File: config.mk
export PLATFORM = sky130hd
export DESIGN_NAME = sle_scan
export DESIGN_NICKNAME = d
export VERILOG_FILES = /design/src/hw/rtl/sle_pkg.sv /design/src/hw/rtl/sle_scan.sv
export SDC_FILE = /design/constraint.sdc
export NUM_CORES = 1
export LEC_CHECK = 0
export BUFFER_PORTS_ARGS = -buffer_cell sky130_fd_sc_hd__buf_4
export CORE_MARGIN = 2
export CORE_UTILIZATION = 25
export CTS_CLUSTER_DIAMETER = 30
export DETAILED_ROUTE_END_ITERATION = 10
export PLACE_DENSITY = 0.55
export SYNTH_ARGS = -nofsm -noshare
export SYNTH_HDL_FRONTEND = slang
export SYNTH_SLANG_ARGS = --single-unit
File: constraint.sdc
create_clock -name i_clk -period 3.3 [get_ports i_clk]
set_clock_uncertainty 0.15 [all_clocks]
set_input_delay 0.165 -clock i_clk [delete_from_list [all_inputs] [get_ports i_clk]]
set_output_delay 0.165 -clock i_clk [all_outputs]
set_load 0.005 [all_outputs]
File: src/hw/rtl/sle_pkg.sv
package sle_pkg;

    typedef enum logic [1:0] {
        S_IDLE,
        S_SCAN,
        S_FINISH
    } t_scan_state;

    typedef enum logic {
        OP_LOAD = 1'b0,
        OP_EVAL = 1'b1
    } t_op;

    // command from the front end that starts one line evaluation
    typedef struct packed {
        logic       start;
        logic       enable;
        logic       half;
        logic [7:0] line;
        logic [7:0] count;
    } t_eval_cmd;

    localparam int WORD_W = 32;
    localparam int Y_LSB  = 16;
    localparam int Y_MSB  = 23;

endpackage

File: src/hw/rtl/sle_scan.sv
module sle_scan #(
    parameter int MAX_PER_LINE  = 32,
    parameter int SPRITE_HEIGHT = 8,
    parameter int AW            = 7
) (
    input  logic                       i_clk,
    input  logic                       i_rst_n,
    input  sle_pkg::t_eval_cmd         i_cmd,
    input  logic [sle_pkg::WORD_W-1:0] i_rdata,
    input  logic                       i_out_stall,
    output logic                       o_busy,
    output logic                       o_rd_en,
    output logic [AW:0]                o_rd_addr,
    output logic                       o_out_valid,
    output logic [sle_pkg::WORD_W-1:0] o_sprite_word,
    output logic [4:0]                 o_slot,
    output logic                       o_last,
    output logic                       o_none_found
);
    import sle_pkg::*;

    localparam int         LIM      = (MAX_PER_LINE < 32) ? MAX_PER_LINE : 32;
    localparam logic [5:0] LIM_V    = 6'(LIM);
    localparam logic [7:0] DIST_MAX = 8'(SPRITE_HEIGHT - 1);

    t_scan_state r_state, n_state;

    logic              r_half, n_half;
    logic [7:0]        r_line, n_line;
    logic [7:0]        r_n, n_n;
    logic [7:0]        r_idx, n_idx;
    logic              r_rd_vld, n_rd_vld;
    logic [5:0]        r_found, n_found;
    logic              r_pend_vld, n_pend_vld;
    logic [WORD_W-1:0] r_pend_word, n_pend_word;
    logic [4:0]        r_pend_slot, n_pend_slot;
    logic              r_out_vld, n_out_vld;
    logic [WORD_W-1:0] r_out_word, n_out_word;
    logic [4:0]        r_out_slot, n_out_slot;
    logic              r_out_last, n_out_last;
    logic              r_out_none, n_out_none;

    logic [7:0] y_delta;
    logic       hit;
    logic       out_free;
    logic       blocked;
    logic       cap;
    logic       issue;
    logic       scan_done;

    always_comb begin
        y_delta  = r_line - i_rdata[Y_MSB:Y_LSB];
        hit      = r_rd_vld && (y_delta <= DIST_MAX) && (r_found < LIM_V);
        out_free = !r_out_vld || !i_out_stall;
        // a new hit must push the held one out, so wait for the output slot
        blocked  = hit && r_pend_vld && !out_free;
        cap      = (r_found == LIM_V);
        issue    = (r_state == S_SCAN) && !blocked && (r_idx < r_n) && !cap;
        scan_done = (r_state == S_SCAN) && !r_rd_vld && ((r_idx >= r_n) || cap);
    end

    always_comb begin
        n_state = r_state;
        unique case (r_state)
            S_IDLE: begin
                if (i_cmd.start) begin
                    n_state = (i_cmd.enable && (i_cmd.count != 8'd0)) ? S_SCAN : S_FINISH;
                end
            end
            S_SCAN: begin
                if (scan_done) begin
                    n_state = S_FINISH;
                end
            end
            S_FINISH: begin
                if (out_free) begin
                    n_state = S_IDLE;
                end
            end
            default: n_state = S_IDLE;
        endcase
    end

    always_comb begin
        o_busy    = (r_state != S_IDLE);
        o_rd_en   = issue;
        o_rd_addr = {r_half, r_idx[AW-1:0]};
    end

    always_comb begin
        n_half      = r_half;
        n_line      = r_line;
        n_n         = r_n;
        n_idx       = r_idx;
        n_found     = r_found;
        n_pend_vld  = r_pend_vld;
        n_pend_word = r_pend_word;
        n_pend_slot = r_pend_slot;
        n_out_vld   = out_free ? 1'b0 : r_out_vld;
        n_out_word  = r_out_word;
        n_out_slot  = r_out_slot;
        n_out_last  = r_out_last;
        n_out_none  = r_out_none;
        n_rd_vld    = blocked ? r_rd_vld : issue;

        if (issue) begin
            n_idx = r_idx + 8'd1;
        end

        if ((r_state == S_IDLE) && i_cmd.start) begin
            n_half     = i_cmd.half;
            n_line     = i_cmd.line;
            n_n        = i_cmd.count;
            n_idx      = 8'd0;
            n_found    = 6'd0;
            n_pend_vld = 1'b0;
        end

        // the newest hit is held back until it is known whether it is the last
        if (hit && !blocked) begin
            if (r_pend_vld) begin
                n_out_vld  = 1'b1;
                n_out_word = r_pend_word;
                n_out_slot = r_pend_slot;
                n_out_last = 1'b0;
                n_out_none = 1'b0;
            end
            n_pend_vld  = 1'b1;
            n_pend_word = i_rdata;
            n_pend_slot = r_found[4:0];
            n_found     = r_found + 6'd1;
        end

        if ((r_state == S_FINISH) && out_free) begin
            n_out_vld  = 1'b1;
            n_out_word = r_pend_vld ? r_pend_word : '0;
            n_out_slot = r_pend_vld ? r_pend_slot : 5'd0;
            n_out_last = 1'b1;
            n_out_none = !r_pend_vld;
            n_pend_vld = 1'b0;
        end
    end

    always_ff @(posedge i_clk) begin
        if (!i_rst_n) begin
            r_state    <= S_IDLE;
            r_rd_vld   <= 1'b0;
            r_pend_vld <= 1'b0;
            r_out_vld  <= 1'b0;
            r_found    <= 6'd0;
            r_idx      <= 8'd0;
        end else begin
            r_state    <= n_state;
            r_rd_vld   <= n_rd_vld;
            r_pend_vld <= n_pend_vld;
            r_out_vld  <= n_out_vld;
            r_found    <= n_found;
            r_idx      <= n_idx;
        end
    end

    always_ff @(posedge i_clk) begin
        r_half      <= n_half;
        r_line      <= n_line;
        r_n         <= n_n;
        r_pend_word <= n_pend_word;
        r_pend_slot <= n_pend_slot;
        r_out_word  <= n_out_word;
        r_out_slot  <= n_out_slot;
        r_out_last  <= n_out_last;
        r_out_none  <= n_out_none;
    end

    assign o_out_valid   = r_out_vld;
    assign o_sprite_word = r_out_word;
    assign o_slot        = r_out_slot;
    assign o_last        = r_out_last;
    assign o_none_found  = r_out_none;

endmodule

## After elaboration in Yosys (flattened, before gate mapping)

Index checks and enable logic that the tools add are counted.
W data, S select, Z words.

- Register bits: 112
- Input port bits: 54
- Output and inout bits: 50
- Word-level logic and storage cells: 86

- Add/subtract/negate cells: 3
- Magnitude comparators: 4
- Equal/unequal tests: 6
- Mux-type cells: 24
- Bitwise logic cells: 1
- Reductions and logical operators: 33

Operators with widths:

| kind | number |
|---|---|
| $mux W32 | 4 |
| $mux W5 | 4 |
| $logic_and A1 B1 Y1 | 13 |
| $mux W6 | 2 |
| $mux W1 | 9 |
| $add A8 B1 Y8 const B | 1 |
| $ge A8 B8 Y1 | 1 |
| $le A8 B3 Y1 const B | 1 |
| $lt A8 B8 Y1 | 1 |
| $mux W2 | 4 |
| $reduce_bool A2 Y1 | 4 |
| $reduce_bool A8 Y1 | 1 |
| $sub A8 B8 Y8 | 1 |
| $logic_not A1 Y1 | 7 |
| $add A6 B1 Y6 const B | 1 |
| $eq A6 B6 Y1 const B | 1 |
| $lt A6 B6 Y1 const B | 1 |
| $ne A2 B2 Y1 const B | 3 |
| $pmux W2 S3 | 1 |
| $reduce_and A2 Y1 | 2 |
| $reduce_or A2 Y1 | 2 |
| $reduce_and A3 Y1 | 1 |
| $eq A2 B1 Y1 const B | 1 |
| $eq A2 B2 Y1 const B | 1 |
| 3 further kinds | 4 |

## Depth between registers and ports, before layout

Gate-level depths: netlist of the first run.

- Word-level depth: 10
- Gate-level depth with buffers: 10
- Depth with buffers taken out: 9

## Worst setup path after synthesis of the first run

No wires, ideal clock.

- Kind: register to register
- Start point: register r_line[0]
- End point: register r_out_none (netlist: o_none_found) (enable)
- Library setup time: 0.399 ns
- Arrival: 3.060 ns
- Data required time: 2.751 ns
- Path slack: -0.309 ns
- Stages on the path, launching flop included: 11
- Path buffers: 1
- Cell sequence: edfxtp_1 inv_1 ha_1 fa_1 nand3b_1 a221oi_1 a31oi_1 a2111oi_4 buf_6 a32o_1 and2_1

- Word-level cells in the longest chain between the ends: 10

Ends and longest elaborated chain:

| element | RTL line | text |
|---|---|---|
| from (decl) | sle_scan.sv:29 | `logic [7:0] r_line, n_line;` |
| from (signal assigned) | sle_scan.sv:164 | `r_line <= n_line;` |
| $sub A8 B8 Y8 * | sle_scan.sv:52 | `y_delta = r_line - i_rdata[Y_MSB:Y_LSB];` |
| $le A8 B3 Y1 * | sle_scan.sv:53 | `hit = r_rd_vld && (y_delta <= DIST_MAX) && (r_found < LIM_V);` |
| $logic_and A1 B1 Y1 * (2 in a row) | sle_scan.sv:53 |  |
| $logic_and A1 B1 Y1 (2 in a row) | sle_scan.sv:56 | `blocked = hit && r_pend_vld && !out_free;` |
| $logic_not A1 Y1 | sle_scan.sv:120 | `if (hit && !blocked) begin` |
| $logic_and A1 B1 Y1 * | sle_scan.sv:120 |  |
| $reduce_bool A2 Y1 (no line) * | - |  |
| $reduce_and A2 Y1 (no line) * | - |  |
| to (signal assigned) | sle_scan.sv:171 | `r_out_none <= n_out_none;` |
| to (decl) | sle_scan.sv:41 | `logic r_out_none, n_out_none;` |

Every way passes the cells marked *; elsewhere a longest branch is shown, timed or not.
A chain may end at the register's enable or synchronous reset.

## Worst setup path after layout of the first run

- Start point: input port i_rdata[16] (netlist name)
- End point: output port o_rd_en

- Word-level cells in the longest chain between the ends: 10

Ends and longest elaborated chain:

| element | RTL line | text |
|---|---|---|
| from (decl) | sle_scan.sv:9 | `input logic [sle_pkg::WORD_W-1:0] i_rdata,` |
| $sub A8 B8 Y8 | sle_scan.sv:52 |  |
| $le A8 B3 Y1 | sle_scan.sv:53 |  |
| $logic_and A1 B1 Y1 (2 in a row) | sle_scan.sv:53 |  |
| $logic_and A1 B1 Y1 (2 in a row) | sle_scan.sv:56 |  |
| $logic_not A1 Y1 | sle_scan.sv:58 | `issue = (r_state == S_SCAN) && !blocked && (r_idx < r_n) && !cap;` |
| $logic_and A1 B1 Y1 (3 in a row) | sle_scan.sv:58 |  |
| to (decl) | sle_scan.sv:12 | `output logic o_rd_en,` |

Every way passes these cells.

==> results of run 1 <==
## logic make-up after synthesis
kind of cell / Yosys count
AO/OA/AOI/OAI: 52
XOR/XNOR: 2
adder cells (fa/ha/maj): 20
buffers and inverters: 46
flip-flops: 112
multiplexers: 8
AND/OR/NAND/NOR: 120
## what timing repair did
action	in CTS	in global routing
endpoints found under the setup margin	0	39
hold buffers	51	0
endpoints found under the hold margin	53	0
## placed cells by master, fill, tap and decap left out, drive strengths merged, types with 2 or more instances in the layout
cell type	n
nor3b	2
or3	8
and3	4
a21oi	16
a211oi	4
a21o	4
dlygate4sd3	51
o211a	2
ha	19
nor2	16
clkbuf	9
o21ai	6
nor2b	38
nor3	2
and2	4
o2111ai	3
nand4	8
edfxtp	92
nor4	3
nand2	26
inv	34
dfxtp	20
clkinv	2
a311o	2
a221oi	2
nand3	6
a31o	2
mux2i	8
buf	108
## area by class of cell
class / count / area [sq um]
fillers: 1832 / 12100
clock inverters: 7 / 70.1
clock buffers: 9 / 225
repair buffers: 159 / 1350
multi-input cells: 202 / 1430
flip-flops and latches: 112 / 3160
well taps: 234 / 293
inverters: 29 / 109
## where the power goes
group	internal (mW)	switching, mW
Combinational	0.367	0.442
Clock	0.537	0.551
Sequential	1.72	0.0591
Total	2.63	1.05
## path summary, 6_finish.rpt
path	start	to	depth (start not counted)
max	i_rdata[16]	o_rd_en	10
min	i_cmd[18]	r_found[5]	4
max reg2reg	r_idx[5]	r_state[1]	8
min reg2reg	o_last	o_last	1
## critical path, stage by stage
cell and delay (ps):
sky130_fd_sc_hd__dlygate4sd3_1 530, sky130_fd_sc_hd__buf_4 140, sky130_fd_sc_hd__ha_1 200, sky130_fd_sc_hd__fa_1 360, sky130_fd_sc_hd__nand3b_1 190, sky130_fd_sc_hd__a221oi_1 270, sky130_fd_sc_hd__a31oi_1 170, sky130_fd_sc_hd__nor4_4 430
sky130_fd_sc_hd__a21oi_2 180, sky130_fd_sc_hd__buf_4 170
## registers in the layout (all words and copies together), names as in the netlist, 2 cells and up
signal         count
r_n                8
r_idx              8
r_line             8
o_sprite_word     32
r_pend_slot        5
o_slot             5
r_state            2
r_pend_word       32
r_found            6
## metal layers
metal / routed length (microns) / vias up / track usage [%]
li1: - / 1604 / -
met1: 4600 / 1530 / 12.3
met2: 4940 / 90 / 17.9
met3: 548 / 11 / 3.23
met4: 183 / 0 / 4.27
met5: 0 / - / 0
## per-stage QoR
stage | setup slack, ps | total power, mW | cell area (sq um) | hold slack, ps
finish | 162 | 3.68 | 6630 | 59.0
global route | 37.8 | 3.88 | 6630 | 80.4
CTS | 64.2 | 3.74 | 6630 | 41.4
detailed placement | 252 | 2.58 | 5830 | 194
global placement | 307 | 2.56 | 5830 | 196
floorplan | 91.0 | 2.22 | 4790 | 114
==> reports/qor.csv, run 1 <==
metric;value;unit
status;complete, no violations;
Routed wire per std cell;13.7;microns
Worst-Margin Slew;973;ps
most numerous cell types in the synthesized netlist;92 x sky130_fd_sc_hd__edfxtp_1, 38 x sky130_fd_sc_hd__nor2b_1, 28 x sky130_fd_sc_hd__inv_1, 26 x sky130_fd_sc_hd__nand2_1, 20 x sky130_fd_sc_hd__dfxtp_1;
violation count after the first detailed-route iteration;96;
final std cells w/o fill;752;
final period utilization;95.1;%
share of the synthesized area in the top cell type;57.6;%
DRC errors left;0;
Power Dens Cells;555;nW/um^2
synthesized flop and latch total;112;
Antenna Nets Post-Route;0;
overall die area;20300;sq um
wirelength, routed;10.3;mm
post-synth cell types;53;
number of nets in the layout;587;
Ys Warns;0;
worst rel slew slack;34.9;%
buffers inserted by post-CTS timing repair;0;
Synth Flop Type;sky130_fd_sc_hd__edfxtp_1;
number of standard cells after synthesis;360;
max-slew violations;0;
clock latency reported for the late side of the worst-skew pair;360;ps
Reg clk slew, reported paths;80;ps
element type at the critical path start;primary input;
worst hold path type;in2reg;
core occupancy in the finished layout;35.3;%
EDFF count, synth;92;
fraction of layout cells with a size suffix above 1;26.4;%
sort of element at the end of the critical path;primary output;
kind of critical path;in2out;
highest net fanout along the worst path;8;
port buffer count;103;
largest area contributor in the netlist;sky130_fd_sc_hd__edfxtp_1;
required time of the critical path;2980;ps
starting density of the core;25.5;%
final critical path time including I/O delays and setup;3140;ps
count of TritonRoute iterations in the first routing pass;4;
total grt overflow;0;
global-route wire length before repair;16.2;mm
pin count of the biggest net entering global routing;42;
share of async-settable or async-resettable flops after synthesis;0;%
maximum level of the CTS H-tree;3;
total track usage;10.5;%
sequential-to-total area share from yosys stat;66.0;%
initial antenna violation count;0;
I/O pin cnt;104;
Via-to-Cell Ratio;4.30;
reg-to-reg slack, setup;250;ps
final setup vio count;0;
largest cells by area after synthesis;sky130_fd_sc_hd__edfxtp_1 58%, sky130_fd_sc_hd__dfxtp_1 8.4%, sky130_fd_sc_hd__ha_1 5.0%;
core region area;18800;sq um
average instance area after synthesis;13.3;sq um
Area Growth Syn to Fin;38.3;%
Die X-Extent;142;microns
Final GP Congestion;0.864;
portion of netlist area occupied by mux cells;1.67;%
HPWL after detailed placement;7.26;mm
Worst IR Drop VDD;0.000265;V
RSZ-0062 raised after global routing;no;
adder-cell share of the synthesized area;5.38;%
CTS Buf Count;9;
CTS sink count;112;
main combinational cell family by area after synthesis;simple AND/OR/NAND/NOR gates;
max capacitance violation total;0;
Setup TNS;0;ps
Final Hold Fails;0;
top achievable clock speed;319;MHz
most frequent cell after synthesis;sky130_fd_sc_hd__edfxtp_1;
area of the mapped netlist;4790;sq um
Placed Cells incl. Taps;685;
total vias in the final route;3235;
via count of the first global-routing pass;3297;
worst-case clock buffer depth;2;
parity-gate share of the synthesized area counting xor and xnor cells;0.365;%
leakage power of the design;2.63;nW
post-CTS resize count;0;
share of synthesized cell area in and, or, nand and nor gates;13.8;%
Diodes inserted;0;
Vert. Die Dim;142;microns
endpoint arrival time on the critical path;2820;ps
fraction of the mapped netlist area in compound gates;8.35;%
FP Rows;50;
number of nets produced by synthesis;434;
TritonCTS clock tree;done;
root buffer cell;sky130_fd_sc_hd__clkbuf_16;
(Power assumes the default switching activity.)
==> inputs of run 2 (changes only) <==
--- a/config.mk
+++ b/config.mk
@@ -6,6 +6,7 @@
 export NUM_CORES = 1
 export LEC_CHECK = 0
 export BUFFER_PORTS_ARGS = -buffer_cell sky130_fd_sc_hd__buf_4
+export CORE_ASPECT_RATIO = 1.25
 export CORE_MARGIN = 2
 export CORE_UTILIZATION = 25
 export CTS_CLUSTER_DIAMETER = 30
==> run 2 against run 1 <==
Compared with the run above:
- fmax shrank 0.37%
- first-iteration DRC count grew 33%
- sequential share of layout area shrank 0.21 points
- count of clock-buffer cells in the layout is the same
- clock power grew 6%
- global-route usage shrank 0.25 points
- non-clock buffer count grew 1
- hold slack gained 24 ps
- setup slack lost 12 ps
- highest routed layer unchanged
- wire length shrank 1.5%
==> reports/qor.csv, run 2 (synthesized netlist as in run 1, its figures left out) <==
metric;value;unit;change
status;complete, no violations;;
Total Power;3.76;mW;+2.1%
register cell area after layout;3160;sq um;unchanged
Power Dens Cells;564;nW/um^2;+1.6%
capturing point of the worst reg2reg path;o_sprite_word[28];;
HPWL after detailed placement;7.30;mm;+0.57%
max-slew violations;0;;unchanged
most frequent cells in the layout;107 x sky130_fd_sc_hd__buf_4, 92 x sky130_fd_sc_hd__edfxtp_1, 51 x sky130_fd_sc_hd__dlygate4sd3_1;;
total track usage;10.2;%;-0.25 points
reg-to-reg slack, setup;240;ps;about the same
sort of element at the end of the critical path;flip-flop;;
initial antenna violation count;0;;unchanged
FP Rows;56;;+12%
Final Hold Fails;0;;unchanged
pin count of the biggest net entering global routing;42;;unchanged
RSZ-0062 raised after global routing;no;;
post-placement cell area;5830;sq um;about the same
reg-to-reg critical path startpoint;r_line[1];;
starting density of the core;25.5;%;about the same
top achievable clock speed;317;MHz;-0.37%
final setup vio count;0;;unchanged
area of all placed cells without fillers;6660;sq um;+0.43%
Setup TNS;0;ps;unchanged
port buffer count;103;;unchanged
depth of the most critical reg-to-reg path;8;;unchanged
count of TritonRoute iterations in the first routing pass;4;;unchanged
overall die area;20300;sq um;about the same
Placed Cells incl. Taps;684;;-0.15%
DRC errors left;0;;unchanged
kind of critical path;in2reg;;
endpoint arrival time on the critical path;3050;ps;+230 ps
TritonCTS clock tree;done;;
worst-case clock buffer depth;2;;unchanged
Vert. Die Dim;159;microns;+11%
clock latency reported for the late side of the worst-skew pair;350;ps;about the same
max capacitance violation total;0;;unchanged
final std cells w/o fill;751;;-0.13%
worst min-delay path endpoint;r_found[5];;
Area Growth Syn to Fin;38.9;%;
total vias in the final route;3201;;-1.1%
Via-to-Cell Ratio;4.26;;-0.92%
worst rel slew slack;42.9;%;+8.0 points
CTS Buf Count;9;;unchanged
Routed wire per std cell;13.5;microns;-1.4%
combined area of the multi-input logic cells;1430;sq um;unchanged
final critical path time including I/O delays and setup;3150;ps;+11.6 ps
required time of the critical path;3200;ps;+220 ps
Worst-Margin Slew;853;ps;-120 ps
maximum level of the CTS H-tree;3;;unchanged
leakage power of the design;2.64;nW;+0.43%
Die X-Extent;128;microns;-10%
buffers inserted by post-CTS timing repair;0;;unchanged
core region area;18800;sq um;about the same
Worst Hold Margin;83.0;ps;+24.0 ps
global-route wire length before repair;16.2;mm;-0.38%
Hold Crit Depth;4;;unchanged
number of fillers in the final layout;1829;;-0.16%
CTS sink count;112;;unchanged
number of nets in the layout;588;;+0.17%
Worst IR Drop VDD;0.000255;V;-3.5%
highest net fanout along the worst path;10;;+2
Antenna Nets Post-Route;0;;unchanged
final period utilization;95.5;%;+0.35 points
root buffer cell;sky130_fd_sc_hd__clkbuf_16;;
Reg clk slew, reported paths;70;ps;about the same
violation count after the first detailed-route iteration;128;;+33%
min-delay src;i_cmd[18];;
via count of the first global-routing pass;3334;;+1.1%
Diodes inserted;0;;unchanged
total grt overflow;0;;unchanged
fraction of layout cells with a size suffix above 1;26.4;%;-0.051 points
wirelength, routed;10.1;mm;-1.5%
most frequent standard cell in the layout excluding fill and tap cells;sky130_fd_sc_hd__buf_4;;
worst hold path type;in2reg;;
I/O pin cnt;104;;unchanged
element type at the critical path start;primary input;;
Final GP Congestion;0.776;;-10%
[run 2: changes by cell type in the layout (fill, tap and decap cells not counted)]
cell and change:
sky130_fd_sc_hd__buf_4 +1, sky130_fd_sc_hd__bufinv_16 +2, sky130_fd_sc_hd__clkinv_1 +1, sky130_fd_sc_hd__clkinv_4 +1
sky130_fd_sc_hd__clkinv_8 -1, sky130_fd_sc_hd__clkinvlp_4 +1, sky130_fd_sc_hd__inv_6 -2, sky130_fd_sc_hd__inv_8 -2
[run 2: stage by stage]
stage / util (%) / worst slack, ps
after floorplan: - / 91.0
after global placement: 31.1 / 213
after detailed placement: 31.1 / 191
after CTS: 35.5 / 56.7
after global routing: 35.5 / 7.08
final: 35.5 / 150
[run 2: routing by layer]
metal	track usage [%]	share of wire [%]	up-vias
met3	2.32	4.9	16
li1	-	-	1600
met4	4.85	2.3	0
met1	11.6	42	1495
met5	0	0	-
met2	18.0	51	90
[run 2: repair_timing]
| item | in CTS | in global routing |
|---|---|---|
| hold buffers | 51 | 0 |
| gates resized for setup | 0 | 0 |
| endpoints found under the setup margin | 0 | 76 |
| endpoints found under the hold margin | 53 | 0 |
[run 2: how the worst max path moves through the flow]
stage                      from           endpoint
finish              i_rdata[20]  o_sprite_word[28]
global route        i_rdata[16]  o_sprite_word[28]
CTS                 i_rdata[16]  o_sprite_word[28]
detailed placement    r_line[0]   o_sprite_word[6]
global placement      r_line[0]   o_sprite_word[6]
floorplan             r_line[0]       o_none_found
[run 2: critical path, stage by stage]
cell	delay (ps)
sky130_fd_sc_hd__dlygate4sd3_1	540
sky130_fd_sc_hd__buf_4	120
sky130_fd_sc_hd__inv_1	40
sky130_fd_sc_hd__ha_1	310
sky130_fd_sc_hd__nand2_1	100
sky130_fd_sc_hd__a211oi_1	440
sky130_fd_sc_hd__o21ai_1	230
sky130_fd_sc_hd__a2111oi_4	380
sky130_fd_sc_hd__a32o_1	230
sky130_fd_sc_hd__and2_2	260
sky130_fd_sc_hd__buf_4	230
[run 2: cell type report]
class	instances	area share [%]
Sequential cell	112	47.5
Multi-Input combinational cell	202	21.4
Timing Repair Buffer	160	20.3
Tap cell	232	4.36
Clock buffer	9	3.38
Inverter	29	1.63
Clock inverter	7	1.41
[run 2: report_power, final]
part / total [mW] / leakage [nW] / internal [mW] / switching [mW]
logic: 0.807 / 1.48 / 0.371 / 0.437
clock network: 1.16 / 0.153 / 0.666 / 0.496
registers: 1.79 / 1.01 / 1.73 / 0.0623
total: 3.76 / 2.64 / 2.76 / 0.995
==> inputs of run 3 (changes only) <==
--- a/config.mk
+++ b/config.mk
@@ -5,7 +5,7 @@
 export SDC_FILE = /design/constraint.sdc
 export NUM_CORES = 1
 export LEC_CHECK = 0
-export BUFFER_PORTS_ARGS = -buffer_cell sky130_fd_sc_hd__buf_4
+export BUFFER_PORTS_ARGS = -buffer_cell sky130_fd_sc_hd__clkbuf_2
 export CORE_ASPECT_RATIO = 1.25
 export CORE_MARGIN = 2
 export CORE_UTILIZATION = 25
==> constraint.sdc (replaced) <==
create_clock -name i_clk -period 2.6 [get_ports i_clk]
set_clock_uncertainty 0.15 [all_clocks]
set_input_delay 0.13 -clock i_clk [delete_from_list [all_inputs] [get_ports i_clk]]
set_output_delay 0.13 -clock i_clk [all_outputs]
set_load 0.005 [all_outputs]
==> run 3 against run 2 <==
Compared with the run above:
- register-to-register slack worse by 400 ps
- core utilization grew 0.86 points
- the flow now finishes with violations (setup timing)
- highest routed layer unchanged
- hold slack got worse by 30 ps
- critical path depth is 1 lower
- count of clock-buffer cells in the layout rose by 1
- power is 27% higher
- die area did not move
==> reports/qor.csv, run 3 (synthesized netlist as in run 1, its figures left out) <==
metric;value;unit;change
final critical path time including I/O delays and setup;2760;ps;
starting density of the core;25.5;%;unchanged
pin count of the biggest net entering global routing;39;;-7.1%
wirelength, routed;10.8;mm;+7.0%
top achievable clock speed;363;MHz;
worst-case clock buffer depth;2;;unchanged
fraction of layout cells with a size suffix above 1;33.0;%;+6.6 points
overall die area;20300;sq um;unchanged
sort of element at the end of the critical path;flip-flop;;
combined area of the multi-input logic cells;1530;sq um;+7.6%
max-slew violations;0;;unchanged
Routed wire per std cell;13.9;microns;+3.0%
failing checks;setup timing;;
worst rel slew slack;71.9;%;+29 points
P_int;3.47;mW;+26%
clock latency reported for the late side of the worst-skew pair;340;ps;about the same
port buffer count;103;;unchanged
max capacitance violation total;0;;unchanged
final period utilization;106;%;
core region area;18800;sq um;unchanged
RSZ-0062 raised after global routing;yes;;
HPWL after detailed placement;7.64;mm;+4.7%
CTS Buf Count;9;;unchanged
kind of critical path;reg2reg;;
Worst-Margin Slew;422;ps;-432 ps
DRC errors left;0;;unchanged
Area Growth Syn to Fin;42.3;%;
total track usage;10.5;%;+0.28 points
Post-Place Worst Slack;-184;ps;-375 ps
most frequent cells in the layout;103 x sky130_fd_sc_hd__clkbuf_2, 92 x sky130_fd_sc_hd__edfxtp_1, 51 x sky130_fd_sc_hd__dlygate4sd3_1;;
global-route wire length before repair;16.7;mm;+3.3%
most frequent standard cell in the layout excluding fill and tap cells;sky130_fd_sc_hd__clkbuf_2;;
Final Hold Fails;0;;unchanged
root buffer cell;sky130_fd_sc_hd__clkbuf_16;;
Reg clk slew, reported paths;70;ps;about the same
total grt overflow;0;;unchanged
maximum level of the CTS H-tree;3;;unchanged
switching power of the nets;1.31;mW;+32%
Final GP Congestion;0.799;;+2.9%
final setup vio count;80;;+80
switching fraction of total power;27.5;%;+0.97 points
endpoint arrival time on the critical path;2660;ps;-390 ps
smallest setup slack after layout;-158;ps;-308 ps
number of nets in the layout;617;;+4.9%
highest net fanout along the worst path;21;;+11
TritonCTS clock tree;done;;
status;finished, violations left;;
Diodes inserted;0;;unchanged
Die X-Extent;128;microns;unchanged
clock share of power;29.1;%;-1.8 points
worst hold path type;in2reg;;
CTS sink count;112;;unchanged
register cell area after layout;3160;sq um;unchanged
FP Rows;56;;unchanged
Power Dens Cells;702;nW/um^2;+24%
Total Power;4.79;mW;+27%
leakage power of the design;2.76;nW;+4.4%
I/O pin cnt;104;;unchanged
Antenna Nets Post-Route;0;;unchanged
count of TritonRoute iterations in the first routing pass;4;;unchanged
number of fillers in the final layout;1841;;+0.66%
violation count after the first detailed-route iteration;157;;+23%
combinational share of power;23.5;%;+2.0 points
Worst IR Drop VDD;0.000300;V;+17%
Vert. Die Dim;159;microns;unchanged
total vias in the final route;3402;;+6.3%
required time of the critical path;2500;ps;-700 ps
initial antenna violation count;0;;unchanged
element type at the critical path start;flip-flop;;
Via-to-Cell Ratio;4.36;;+2.3%
via count of the first global-routing pass;3516;;+5.5%
Seq pwr share;47.4;%;-0.2 points
==> run 3: cell count changes in the layout (fill, tap and decap cells not counted), sizes merged <==
cell,delta
clkinv,-1
inv,+1
clkbuf,+108
buf,-78
bufinv,-1
==> run 3: metal layers <==
layer,vias to the layer above,routed length (microns),GRT usage (%)
met1,1629,4330,11.3
li1,1664,-,-
met5,-,0,0
met3,18,545,2.86
met2,91,5680,18.9
met4,0,255,4.65
==> run 3: final timing paths <==
path             start                 to  slack [ps]  cells past startpoint
max          r_line[0]  o_sprite_word[15]        -160                     10
min          i_cmd[18]         r_found[5]          50                      4
max reg2reg  r_line[0]  o_sprite_word[15]        -160                     10
min reg2reg     o_last             o_last         310                      1
==> run 3: critical path, stage by stage (launching register included) <==
cell	delay (ps)
sky130_fd_sc_hd__edfxtp_1	340
sky130_fd_sc_hd__inv_2	50
sky130_fd_sc_hd__ha_4	160
sky130_fd_sc_hd__fa_2	310
sky130_fd_sc_hd__nand3b_1	200
sky130_fd_sc_hd__a221oi_2	320
sky130_fd_sc_hd__a31oi_4	70
sky130_fd_sc_hd__a2111oi_4	270
sky130_fd_sc_hd__a32o_2	240
sky130_fd_sc_hd__and2_4	170
sky130_fd_sc_hd__buf_12	170
==> run 3: layout make-up <==
class                   count  share of cell area, %
multi-input cells         202                   22.5
clock buffers              10                   3.50
flip-flops and latches    112                   46.4
clock inverters             6                  0.935
inverters                  29                   1.60
repair buffers            189                   20.9
well taps                 232                   4.26
==> run 3: per-stage QoR <==
step           util [%]  hold WS, ps  area [sq um]  cells  TNS, ps
6_report           36.3         53.3          6820    780   -10560
4_1_cts            35.5         57.7          6660    774    -7100
3_5_place_dp       30.9          159          5790    706    -9090
2_1_floorplan         -         78.9          4830    360    -9160
3_3_place_gp       30.9          158          5790    706    -4900
5_1_grt            36.3          109          6820    780   -20290
==> run 3: repair_timing <==
action / 4_1_cts / 5_1_grt
hold endpoints to repair: 53 / 0
pin swaps: 2 / 6
resized for setup: 8 / 13
cloned: 0 / 6
endpoints found under the setup margin: 80 / 87
hold buffers: 51 / 0
setup buffers: 1 / 1
==> run 3: power by group through the flow <==
stage / clock network, mW / registers (mW) / logic [mW]
floorplan: 0 / 2.30 / 0.537
global placement: 0 / 2.31 / 0.987
detailed placement: 0 / 2.31 / 1.02
CTS: 1.45 / 2.27 / 1.12
global route: 1.51 / 2.29 / 1.25
finish: 1.40 / 2.27 / 1.12
